[src/hw/rtl/srpt_preemptive_scheduler_assert.svh]
// Assertion macros shared by the scheduler modules
`ifndef SRPT_PREEMPTIVE_SCHEDULER_ASSERT_SVH
`define SRPT_PREEMPTIVE_SCHEDULER_ASSERT_SVH

// Check an implication on every clock edge outside reset
`define SRPT_ASSERT_IMP(label, clk, rstn, ante, cons) \
    label: assert property (@(posedge clk) disable iff (!rstn) (ante) |-> (cons)) \
        else $error("srpt assertion failed");

// Check an implication whose consequent must hold in the next cycle
`define SRPT_ASSERT_NEXT(label, clk, rstn, ante, cons) \
    label: assert property (@(posedge clk) disable iff (!rstn) (ante) |=> (cons)) \
        else $error("srpt assertion failed");

`endif

[src/hw/rtl/srpt_pkg.sv]
package srpt_pkg;

    localparam int unsigned IdW   = 16;
    localparam int unsigned TimeW = 32;
    localparam logic [TimeW-1:0] TimeMax = '1;

    typedef struct packed {
        logic [IdW-1:0]   job_id;
        logic [TimeW-1:0] release_time;
        logic [TimeW-1:0] processing_time;
        logic             last_job;
    } in_req_t;

    typedef struct packed {
        logic [IdW-1:0]   seg_job;
        logic [TimeW-1:0] seg_start;
        logic [TimeW-1:0] seg_end;
        logic             job_done;
        logic             status;
        logic             last_result;
    } out_req_t;

    // Datapath operations issued by the controller
    typedef enum logic [2:0] {
        OP_NONE    = 3'd0,
        OP_LOAD    = 3'd1,
        OP_RUN     = 3'd2,
        OP_INSERT  = 3'd3,
        OP_DROP    = 3'd4,
        OP_DRAIN   = 3'd5
    } op_t;

    typedef struct packed {
        op_t  op;
        logic emit_last;
    } cmd_t;

    typedef struct packed {
        logic queue_empty;
        logic queue_full;
        logic reached;
        logic last_job;
    } stat_t;

endpackage

[src/hw/rtl/srpt_datapath.sv]
module srpt_datapath #(
    parameter int unsigned QUEUE_DEPTH = 16
) (
    input  logic              aclk,
    input  logic              aresetn,
    input  srpt_pkg::in_req_t in_req,
    input  srpt_pkg::cmd_t    cmd,
    output srpt_pkg::stat_t   stat,
    output srpt_pkg::out_req_t res
);
    localparam int unsigned CntW = $clog2(QUEUE_DEPTH + 1);
    localparam int unsigned TW   = srpt_pkg::TimeW;

    // Sorted queue in a register row, head at index 0
    logic [TW-1:0]           rem_reg [QUEUE_DEPTH];
    logic [TW-1:0]           rem_next[QUEUE_DEPTH];
    logic [srpt_pkg::IdW-1:0] id_reg [QUEUE_DEPTH];
    logic [srpt_pkg::IdW-1:0] id_next[QUEUE_DEPTH];
    logic [CntW-1:0] count_reg, count_next;
    logic [TW-1:0]   time_reg, time_next;
    srpt_pkg::in_req_t   job_reg, job_next;
    srpt_pkg::out_req_t  res_reg, res_next;

    logic [TW-1:0] gap;
    logic [TW:0]   sum;
    logic          fits;
    logic [QUEUE_DEPTH-1:0] le;
    logic [QUEUE_DEPTH-1:0] le_prev;

    assign gap = job_reg.release_time - time_reg;
    assign sum = {1'b0, time_reg} + {1'b0, rem_reg[0]};
    assign fits = rem_reg[0] <= gap;

    // Per-slot compare for the sorted insert
    always_comb begin
        for (int i = 0; i < QUEUE_DEPTH; i++) begin
            le[i] = (CntW'(i) < count_reg) && (rem_reg[i] <= job_reg.processing_time);
        end
    end

    // Compare result of the slot below, slot 0 sees an open boundary
    assign le_prev = {le[QUEUE_DEPTH-2:0], 1'b1};

    always_comb begin
        rem_next   = rem_reg;
        id_next    = id_reg;
        count_next = count_reg;
        time_next  = time_reg;
        job_next   = job_reg;
        res_next   = res_reg;
        case (cmd.op)
            srpt_pkg::OP_LOAD: begin
                job_next = in_req;
                if (in_req.release_time < time_reg) begin
                    job_next.release_time = time_reg;
                end
            end
            srpt_pkg::OP_RUN: begin
                res_next.seg_job     = id_reg[0];
                res_next.seg_start   = time_reg;
                res_next.status      = 1'b0;
                res_next.last_result = cmd.emit_last;
                if (fits) begin
                    res_next.seg_end  = sum[TW-1:0];
                    res_next.job_done = 1'b1;
                    time_next         = sum[TW-1:0];
                    for (int i = 0; i < QUEUE_DEPTH - 1; i++) begin
                        rem_next[i] = rem_reg[i+1];
                        id_next[i]  = id_reg[i+1];
                    end
                    count_next = count_reg - 1'b1;
                end else begin
                    res_next.seg_end  = job_reg.release_time;
                    res_next.job_done = 1'b0;
                    rem_next[0]       = rem_reg[0] - gap;
                    time_next         = job_reg.release_time;
                end
            end
            srpt_pkg::OP_INSERT: begin
                time_next = job_reg.release_time;
                for (int i = 0; i < QUEUE_DEPTH; i++) begin
                    if (!le[i] && CntW'(i) <= count_reg) begin
                        if (le_prev[i]) begin
                            rem_next[i] = job_reg.processing_time;
                            id_next[i]  = job_reg.job_id;
                        end else begin
                            rem_next[i] = rem_reg[i-1];
                            id_next[i]  = id_reg[i-1];
                        end
                    end
                end
                count_next = count_reg + 1'b1;
            end
            srpt_pkg::OP_DROP: begin
                time_next            = job_reg.release_time;
                res_next.seg_job     = job_reg.job_id;
                res_next.seg_start   = job_reg.release_time;
                res_next.seg_end     = job_reg.release_time;
                res_next.job_done    = 1'b0;
                res_next.status      = 1'b1;
                res_next.last_result = cmd.emit_last;
            end
            srpt_pkg::OP_DRAIN: begin
                res_next.seg_job     = id_reg[0];
                res_next.seg_start   = time_reg;
                res_next.seg_end     = sum[TW] ? srpt_pkg::TimeMax : sum[TW-1:0];
                res_next.job_done    = 1'b1;
                res_next.status      = 1'b0;
                res_next.last_result = cmd.emit_last;
                time_next            = res_next.seg_end;
                for (int i = 0; i < QUEUE_DEPTH - 1; i++) begin
                    rem_next[i] = rem_reg[i+1];
                    id_next[i]  = id_reg[i+1];
                end
                count_next = count_reg - 1'b1;
            end
            default: begin
            end
        endcase
    end

    // Hold control state under reset, payload free
    always_ff @(posedge aclk) begin
        if (!aresetn) begin
            count_reg <= '0;
            time_reg  <= '0;
        end else begin
            count_reg <= count_next;
            time_reg  <= time_next;
        end
        rem_reg <= rem_next;
        id_reg  <= id_next;
        job_reg <= job_next;
        res_reg <= res_next;
    end

    assign res              = res_reg;
    assign stat.queue_empty = count_reg == '0;
    assign stat.queue_full  = count_reg >= CntW'(QUEUE_DEPTH);
    assign stat.reached     = time_reg >= job_reg.release_time;
    assign stat.last_job    = job_reg.last_job;

    `include "srpt_preemptive_scheduler_assert.svh"
    `SRPT_ASSERT_IMP(a_count_bound, aclk, aresetn, 1'b1, count_reg <= CntW'(QUEUE_DEPTH))
    `SRPT_ASSERT_IMP(a_no_pop_empty, aclk, aresetn, cmd.op == srpt_pkg::OP_DRAIN, count_reg != '0)
    `SRPT_ASSERT_IMP(a_no_ins_full, aclk, aresetn, cmd.op == srpt_pkg::OP_INSERT, count_reg < CntW'(QUEUE_DEPTH))
endmodule

[src/hw/rtl/srpt_ctrl.sv]
module srpt_ctrl (
    input  logic            aclk,
    input  logic            aresetn,
    input  logic            s_valid,
    output logic            s_ready,
    output logic            m_valid,
    input  logic            m_ready,
    input  srpt_pkg::stat_t stat,
    output srpt_pkg::cmd_t  cmd
);
    typedef enum logic [4:0] {
        ST_IDLE  = 5'b00001,
        ST_ADV   = 5'b00010,
        ST_PLACE = 5'b00100,
        ST_DRAIN = 5'b01000,
        ST_WAIT  = 5'b10000
    } state_t;

    state_t state_reg, state_next;
    logic   mv_reg, mv_next;
    logic   slot_free;
    logic   emits;

    // Output register frees once taken
    assign slot_free = !mv_reg || m_ready;

    always_comb begin
        state_next    = state_reg;
        mv_next       = mv_reg && !m_ready;
        cmd.op        = srpt_pkg::OP_NONE;
        cmd.emit_last = 1'b0;
        s_ready       = 1'b0;
        unique case (state_reg)
            ST_IDLE: begin
                s_ready = 1'b1;
                if (s_valid) begin
                    cmd.op     = srpt_pkg::OP_LOAD;
                    state_next = ST_ADV;
                end
            end
            ST_ADV: begin
                if (stat.queue_empty || stat.reached) begin
                    state_next = ST_PLACE;
                end else if (slot_free) begin
                    cmd.op  = srpt_pkg::OP_RUN;
                    mv_next = 1'b1;
                end
            end
            ST_PLACE: begin
                if (!stat.queue_full) begin
                    cmd.op     = srpt_pkg::OP_INSERT;
                    state_next = stat.last_job ? ST_DRAIN : ST_WAIT;
                end else if (slot_free) begin
                    cmd.op        = srpt_pkg::OP_DROP;
                    cmd.emit_last = !stat.last_job;
                    mv_next       = 1'b1;
                    state_next    = stat.last_job ? ST_DRAIN : ST_WAIT;
                end
            end
            ST_DRAIN: begin
                if (stat.queue_empty) begin
                    state_next = ST_WAIT;
                end else if (slot_free) begin
                    cmd.op  = srpt_pkg::OP_DRAIN;
                    mv_next = 1'b1;
                end
            end
            ST_WAIT: begin
                if (slot_free) begin
                    state_next = ST_IDLE;
                end
            end
            default: state_next = ST_IDLE;
        endcase
    end

    // Advance the state and the result valid flag
    always_ff @(posedge aclk) begin
        if (!aresetn) begin
            state_reg <= ST_IDLE;
            mv_reg    <= 1'b0;
        end else begin
            state_reg <= state_next;
            mv_reg    <= mv_next;
        end
    end

    assign m_valid = mv_reg;

    // Operations that load the result register
    assign emits = (cmd.op == srpt_pkg::OP_RUN) || (cmd.op == srpt_pkg::OP_DROP)
                   || (cmd.op == srpt_pkg::OP_DRAIN);

    `include "srpt_preemptive_scheduler_assert.svh"
    `SRPT_ASSERT_IMP(a_ready_idle, aclk, aresetn, s_ready, !mv_reg || state_reg == ST_IDLE)
    `SRPT_ASSERT_NEXT(a_hold_valid, aclk, aresetn, mv_reg && !m_ready, mv_reg)
    `SRPT_ASSERT_IMP(a_emit_free, aclk, aresetn, emits, slot_free)
endmodule

[src/hw/rtl/srpt_preemptive_scheduler.sv]
// Channel | Ports                      | Moves
// input   | s_valid s_ready s_req      | one job arrival request
// result  | m_valid m_ready m_req      | one segment or drop request
// An arrival steps through accept, reach release (emitting run segments),
// place and wait; a last job also drains the queue job by job and then sees
// it empty. A drop is made in the place state. Up to QUEUE_DEPTH + 2 results.
// Reset (aresetn low, synchronous) empties the queue and zeroes time.
// A stalled result holds the scheduler; the final result of a request waits
// in a trailing buffer stage and holds off the next request until taken.
module srpt_preemptive_scheduler #(
    parameter int unsigned QUEUE_DEPTH = 16
) (
    input  logic               aclk,
    input  logic               aresetn,
    input  logic               s_valid,
    output logic               s_ready,
    input  srpt_pkg::in_req_t  s_req,
    output logic               m_valid,
    input  logic               m_ready,
    output srpt_pkg::out_req_t m_req
);
    srpt_pkg::cmd_t     cmd;
    srpt_pkg::stat_t    stat;
    srpt_pkg::out_req_t dp_res;
    logic               dp_valid, dp_ready;
    logic               hold_reg, hold_next;
    srpt_pkg::out_req_t buf_reg, buf_next;
    logic               idle_in;
    logic               ctrl_ready;
    logic               buf_clear;
    logic               ctrl_valid;

    // Accept a new request only once the buffered final result leaves
    assign buf_clear  = !hold_reg || m_ready;
    assign s_ready    = ctrl_ready && buf_clear;
    assign ctrl_valid = s_valid && buf_clear;

    srpt_ctrl u_ctrl (
        .aclk    (aclk),
        .aresetn (aresetn),
        .s_valid (ctrl_valid),
        .s_ready (ctrl_ready),
        .m_valid (dp_valid),
        .m_ready (dp_ready),
        .stat    (stat),
        .cmd     (cmd)
    );

    srpt_datapath #(.QUEUE_DEPTH(QUEUE_DEPTH)) u_dp (
        .aclk    (aclk),
        .aresetn (aresetn),
        .in_req  (s_req),
        .cmd     (cmd),
        .stat    (stat),
        .res     (dp_res)
    );

    // One-deep delay buffer: a result is released when the next one of the
    // same request arrives, or marked last once the request has finished.
    assign idle_in = ctrl_ready && !dp_valid;
    always_comb begin
        hold_next = hold_reg;
        buf_next  = buf_reg;
        m_valid   = 1'b0;
        m_req     = buf_reg;
        dp_ready  = 1'b0;
        if (hold_reg && (dp_valid || idle_in)) begin
            m_valid = 1'b1;
            m_req.last_result = !dp_valid;
        end
        if (!hold_reg) begin
            dp_ready = 1'b1;
            if (dp_valid) begin
                hold_next = 1'b1;
                buf_next  = dp_res;
            end
        end else if (m_valid && m_ready) begin
            dp_ready  = 1'b1;
            hold_next = dp_valid;
            if (dp_valid) begin
                buf_next = dp_res;
            end
        end
    end

    always_ff @(posedge aclk) begin
        if (!aresetn) begin
            hold_reg <= 1'b0;
        end else begin
            hold_reg <= hold_next;
        end
        buf_reg <= buf_next;
    end
endmodule

[config.mk]
export PLATFORM = sky130hd
export DESIGN_NAME = srpt_preemptive_scheduler
export DESIGN_NICKNAME = d
export VERILOG_FILES = /design/src/hw/rtl/srpt_pkg.sv /design/src/hw/rtl/srpt_datapath.sv /design/src/hw/rtl/srpt_ctrl.sv /design/src/hw/rtl/srpt_preemptive_scheduler.sv
export VERILOG_INCLUDE_DIRS = /design/src /design/src/hw/rtl
export SDC_FILE = /design/constraint.sdc
export NUM_CORES = 2
export LEC_CHECK = 0
export BUFFER_PORTS_ARGS = -buffer_cell sky130_fd_sc_hd__buf_2
export CORE_MARGIN = 4
export CORE_UTILIZATION = 64
export CTS_CLUSTER_DIAMETER = 60
export DETAILED_ROUTE_END_ITERATION = 10
export GPL_TIMING_DRIVEN = 1
export PLACE_DENSITY = 0.83
export SLEW_MARGIN = 20
export SYNTH_ARGS = -nofsm -noshare
export SYNTH_HDL_FRONTEND = slang
export SYNTH_SLANG_ARGS = --single-unit
[constraint.sdc]
create_clock -name aclk -period 9.8 [get_ports aclk]
set_input_delay 0.49 -clock aclk [delete_from_list [all_inputs] [get_ports aclk]]
set_output_delay 0.49 -clock aclk [all_outputs]
set_load 0.01 [all_outputs]
After elaboration in Yosys (flattened, before gate mapping)

Index checks and enable logic that the tools add are counted.

Output and inout bits: 85
Register bits: 1059
Input bits: 85
Logic and storage cells: 335

Reductions and logical operators: 86
Order comparisons: 52
Mux-type cells: 107
Eq/ne operators: 32
Add/subtract/negate cells: 5

Operator list:

| cell                 | number |
|---|---|
| $pmux W480 S3        | 1 |
| $mux W32             | 34 |
| $pmux W240 S3        | 1 |
| $le A32 B32 Y1       | 17 |
| $mux W16             | 30 |
| $mux W448            | 1 |
| $mux W83             | 3 |
| $pmux W83 S3         | 1 |
| $mux W240            | 1 |
| $pmux W32 S3         | 1 |
| $sub A32 B32 Y32     | 2 |
| $reduce_and A3 Y1    | 15 |
| $le A4 B5 Y1 const A | 8 |
| $lt A4 B5 Y1 const A | 8 |
| $mux W5              | 8 |
| $ne A2 B1 Y1 const B | 20 |
| $logic_and A1 B1 Y1  | 38 |
| $add A32 B32 Y33     | 1 |
| $mux W33             | 1 |
| $ge A32 B32 Y1       | 1 |
| $lt A32 B32 Y1       | 1 |
| $pmux W5 S5          | 1 |
| $le A3 B5 Y1 const A | 4 |
| $logic_not A1 Y1     | 20 |
| other kinds (31)     | 64 |

Longest topological paths before layout

Depth in word-level cells: 16
Depth in mapped cells: 25
Gate-level depth less buffers: 23

Modules after synthesis

From an unflattened synthesis, not the netlist that was laid out.

Cell total of the unflattened synthesis: 6591
Area, all modules: 68031.5 sq um

By module, submodules not included:

| module                    | cells each | area each (sq um) | seq. area each (sq um) | times used |
|---|---|---|---|---|
| srpt_datapath             | 6363       | 64424.3           | 28727.6                | 1 |
| srpt_preemptive_scheduler | 178        | 3194.3            | 2512.4                 | 1 |
| srpt_ctrl                 | 50         | 412.9             | 120.1                  | 1 |

Worst setup path after synthesis

OpenSTA, ideal clock, no wires.

Kind: register -> register
From: register u_dp.time_reg[1]
To: register u_dp.id_reg[32] (netlist bit), enable pin
Path buffers: 3
Setup time: 0.483 ns
Period minus slack after synthesis: 7.239 ns
Slack: 2.561 ns
Required time: 9.317 ns
Cell stages (with the launch flop): 25
Arrival time: 6.756 ns
Cell sequence: dfxtp_1 > inv_1 > ha_1 > nor2b_1 > o21ai_1 > a21boi_1 > o21ai_1 > a21oi_1 > a21o_1 > a21o_1 > a21o_1 > a21oi_1 > xor2_1 > ha_1 > clkbuf_1 > a21oi_1 > o21ai_0 > a31oi_1 > o211ai_1 > a221o_1 > nand2_2 > mux2i_1 > buf_2 > buf_2 > a31oi_1

Longest elaborated chain between the ends: 7
Elaborated cells between the ends (all ways): 13
Classes of those cells: add/sub: 1; order compare: 2; eq/ne: 5; mux: 2; reduce/logical: 3

RTL lines:

| item                                                     | line                 | RTL |
|---|---|---|
| from (decl)                                              | srpt_datapath.sv:20  | `logic [TW-1:0] time_reg, time_next;` |
| from (signal assigned)                                   | srpt_datapath.sv:129 | `time_reg <= time_next;` |
| branches (longest 6 deep; another with $sub A32 B32 Y32) | n/a                  |  |
| $reduce_and A3 Y1 (no source line) *                     | n/a                  |  |
| to (signal assigned)                                     | srpt_datapath.sv:132 | `id_reg <= id_next;` |
| to (decl)                                                | srpt_datapath.sv:17  | `logic [srpt_pkg::IdW-1:0] id_reg [QUEUE_DEPTH];` |

Every way passes the cells marked *.
A chain may end at the register's enable or synchronous reset.

Final worst setup path

From: register u_dp.time_reg[1]
To: register u_dp.id_reg[164] (netlist bit), enable pin

The elaborated chain is that of the path after synthesis.

==> impl_results.md <==
* H-tree depth at 3
* IO Pins at 170
* Clk pwr share at 0.417
* Synthesis-to-finish area growth at 8.58%
* Port bufs at 169
* Synth Area per Inst at 10.1 um2
* Post-Syn Area at 0.0686 mm2
* Syn_nets at 7518
* Largest net degree at the start of global routing at 192
* Sink Count at 1059
* # rows at 119
* P_leak at 29.8 nW
* Upper clock frequency limit at 148 MHz
* DPL Wire Length at 144000 um
* Final WL at 205000 um
* Worst Tran Pin Value at 1.18 ns
* First-pass GRT wire length at 316000 um
* Area of the multi-input gates at 0.0346 mm2
* Antenna Nets Post-Route at 0
* Place WS at 3.24 ns
* Non-filler cells, final at 8218
* Initial antenna violation count at 5
* Ys async rst share at 0
* Crit path time final at 6.77 ns
* Min Hold Slack at 0.0390 ns
* Die width at 335 um
* Post-synthesis sequential area ratio at 0.457
* Fin nets at 7425
* Synth warnings at 0
* Drt first-iter violations at 7243
* Fill count at 7539
* Reg power frac at 0.455
* CP Class: reg2reg
* Setup ws final at 3.03 ns
* R2r setup slk at 3.03 ns
* CP Max Fanout at 48
* Peak supply drop at 0.000157 V
* Outcome: complete, no violations
* DRC at 0
* Top FF cell, synth: edfxtp_1
* Crit share post-route at 0.690
* Num CTS Buffers at 117
* Die height at 335 um
* Worst-skew pair later-pin latency at 0.73 ns
* GRT overflow at 0
* Psw at 2.95 mW
* # Post-CTS Setup Buffers at 0
* Combinational Power Share at 0.128
* Register area at 0.0314 mm2
* Worst hold stages at 1
* DP Cell Count at 7948
* Hold_buf cts at 48
* CP startpoint kind: register
* Die Area at 0.113 mm2
* Gr usage total at 0.354
* Starting Density at 0.648
* Sw Share at 0.264
* Vias per cell at 6.91
* PD cells at 150 mW/mm2
* Hold Vio Cnt, Final at 0
* Deepest clock path buffer count at 3
* Seq cells post-synth at 1059
* Slew HR at 0.209
* Clock root buffer: clkbuf_16
* Share of layout cells above drive strength 1 at 0.0832
* Endpoints failing setup at 0
* Skew final at 0.0353 ns
* Kind of end point of the critical path: register
* Commonest cells after routing, fill and taps aside: edfxtp_1 (1015), nand2_1 (908), ha_1 (611), o21ai_1 (506), mux2i_1 (466)
* Vias in the first global route at 56161
* Core area at 0.106 mm2
* Post-CTS resize count at 0
* Clock slew at reported path FFs at 0.06 ns
* Worst Hold End: u_dp.job_reg[2]
* RSZ-0062 raised after global routing: false
* Max Slew Vio Count at 0
* Final total power at 11.1 mW
* Netlist cell types at 91
* DR pass1 iterations at 7
* Reg-to-reg startpoint: u_dp.time_reg[1]
* Max-capacitance violation count at 0
* Setup_tns at 0 ns
* Worst reg2reg path depth at 23
* P_int at 8.20 mW
* WP data arrival at 7.15 ns
* Via count at 56797
* Reg-to-reg endpoint: u_dp.id_reg[164]
* Max reg flops at 512
* Post-synth EDFFs at 1015
* Hold Crit Class: in2reg
* Worst Path Required at 10.18 ns
* Min-delay src: s_req[2]
* CTS tree: yes
* DR WL/cell at 24.9 um
* Cell count after synthesis at 6818
* Commonest non-fill, non-tap cell in the layout: edfxtp_1
* GP Congestion at 0.931
==> metrics by stage <==
step,utilization,area (um2)
after floorplan,-,68600
after global placement,0.661,70000
after detailed placement,0.661,70000
after CTS,0.703,74500
after global routing,0.704,74500
final,0.704,74500
==> how the worst max path moves through the flow <==
stage                       end         startpoint
3_5_place_dp   u_dp.id_reg[166]   u_dp.time_reg[1]
6_report       u_dp.id_reg[164]   u_dp.time_reg[1]
4_1_cts        u_dp.id_reg[164]   u_dp.time_reg[1]
5_1_grt         u_dp.id_reg[83]  u_dp.time_reg[10]
3_3_place_gp   u_dp.id_reg[170]   u_dp.job_reg[43]
2_1_floorplan   u_dp.id_reg[32]   u_dp.time_reg[1]
==> power groups by stage <==
stage          Combinational (mW)  Sequential, mW  Clock, mW
2_1_floorplan               0.980            5.11          0
3_3_place_gp                 1.32            5.16          0
3_5_place_dp                 1.36            5.16          0
4_1_cts                      1.39            5.06       4.67
5_1_grt                      1.56            5.07       4.88
6_report                     1.43            5.07       4.65
==> per-layer routing <==
| metal | track usage | vias to the layer above | share of wire |
|---|---|---|---|
| li1 | - | 25359 | - |
| met1 | 0.474 | 27301 | 0.39 |
| met2 | 0.571 | 3398 | 0.47 |
| met3 | 0.0522 | 737 | 0.094 |
| met4 | 0.167 | 2 | 0.050 |
| met5 | 0 | - | 0.000063 |
==> area by class of cell <==
type / count / area share
multi-input cells: 5071 / 0.465
flip-flops and latches: 1059 / 0.421
clock buffers: 144 / 0.0414
repair buffers: 340 / 0.0306
well taps: 1391 / 0.0234
clock inverters: 75 / 0.0120
inverters: 136 / 0.00685
diodes: 2 / 0.0000672
==> critical path, stage by stage, from the launching register on <==
cell and delay [ns]:
dfxtp_1 0.41, inv_1 0.15, ha_1 0.32, nor2b_1 0.14, o21ai_1 0.16, a21boi_1 0.11, o21ai_1 0.32, a21oi_1 0.22
a31oi_1 0.41, o21bai_1 0.16, a21o_1 0.19, a21oi_1 0.16, xor2_1 0.10, ha_1 0.38, nand2_1 0.11, nor4_1 0.45
nand2_1 0.09, o211ai_1 0.39, a221o_1 0.35, nand2_2 0.20, mux2i_4 0.76, buf_4 0.39, a31oi_4 0.04, buf_4 0.38
==> kinds of logic after synthesis <==
logic type / count (synthesis) / share of synthesized area
compound gates: 1764 / 0.163
xor+xnor: 84 / 0.0107
fa+ha+maj: 615 / 0.112
buf+inv: 688 / 0.0436
flops: 1059 / 0.457
mux: 516 / 0.0762
simple gates: 2092 / 0.137
==> cells in the mapped netlist, types with 9 or more instances <==
cell	count	share of area
a311oi_1	36	0.0046
ha_1	612	0.11
buf_4	89	0.0097
mux2_1	20	0.0033
nand4_1	107	0.0098
buf_1	28	0.0015
a211oi_1	79	0.0086
o221ai_1	24	0.0031
mux2i_1	467	0.068
and3_1	20	0.0018
and2_1	10	0.00091
a21o_1	166	0.018
nor2b_1	98	0.0089
o21ai_0	121	0.0088
o21ai_1	507	0.037
nor3_1	359	0.026
o311ai_0	24	0.0031
a21oi_1	390	0.028
or2_1	9	0.00082
nand3_1	117	0.0085
o21bai_1	16	0.0018
buf_2	52	0.0038
a221oi_1	9	0.0011
a22oi_1	11	0.0012
clkbuf_1	382	0.021
a211o_1	15	0.0019
nor2_1	352	0.019
o211ai_1	86	0.0094
mux2_2	29	0.0048
nand2_1	914	0.050
xnor2_1	53	0.0068
nor4_1	11	0.0010
and4_1	10	0.0013
a31oi_1	26	0.0024
a311o_1	25	0.0036
xor2_1	31	0.0040
nand2b_1	37	0.0034
a221o_1	73	0.011
inv_1	132	0.0072
dfxtp_1	44	0.013
o31ai_1	19	0.0021
o21a_1	57	0.0062
edfxtp_1	1015	0.44
or3_1	20	0.0018
Power figures use the tool's default switching activity.
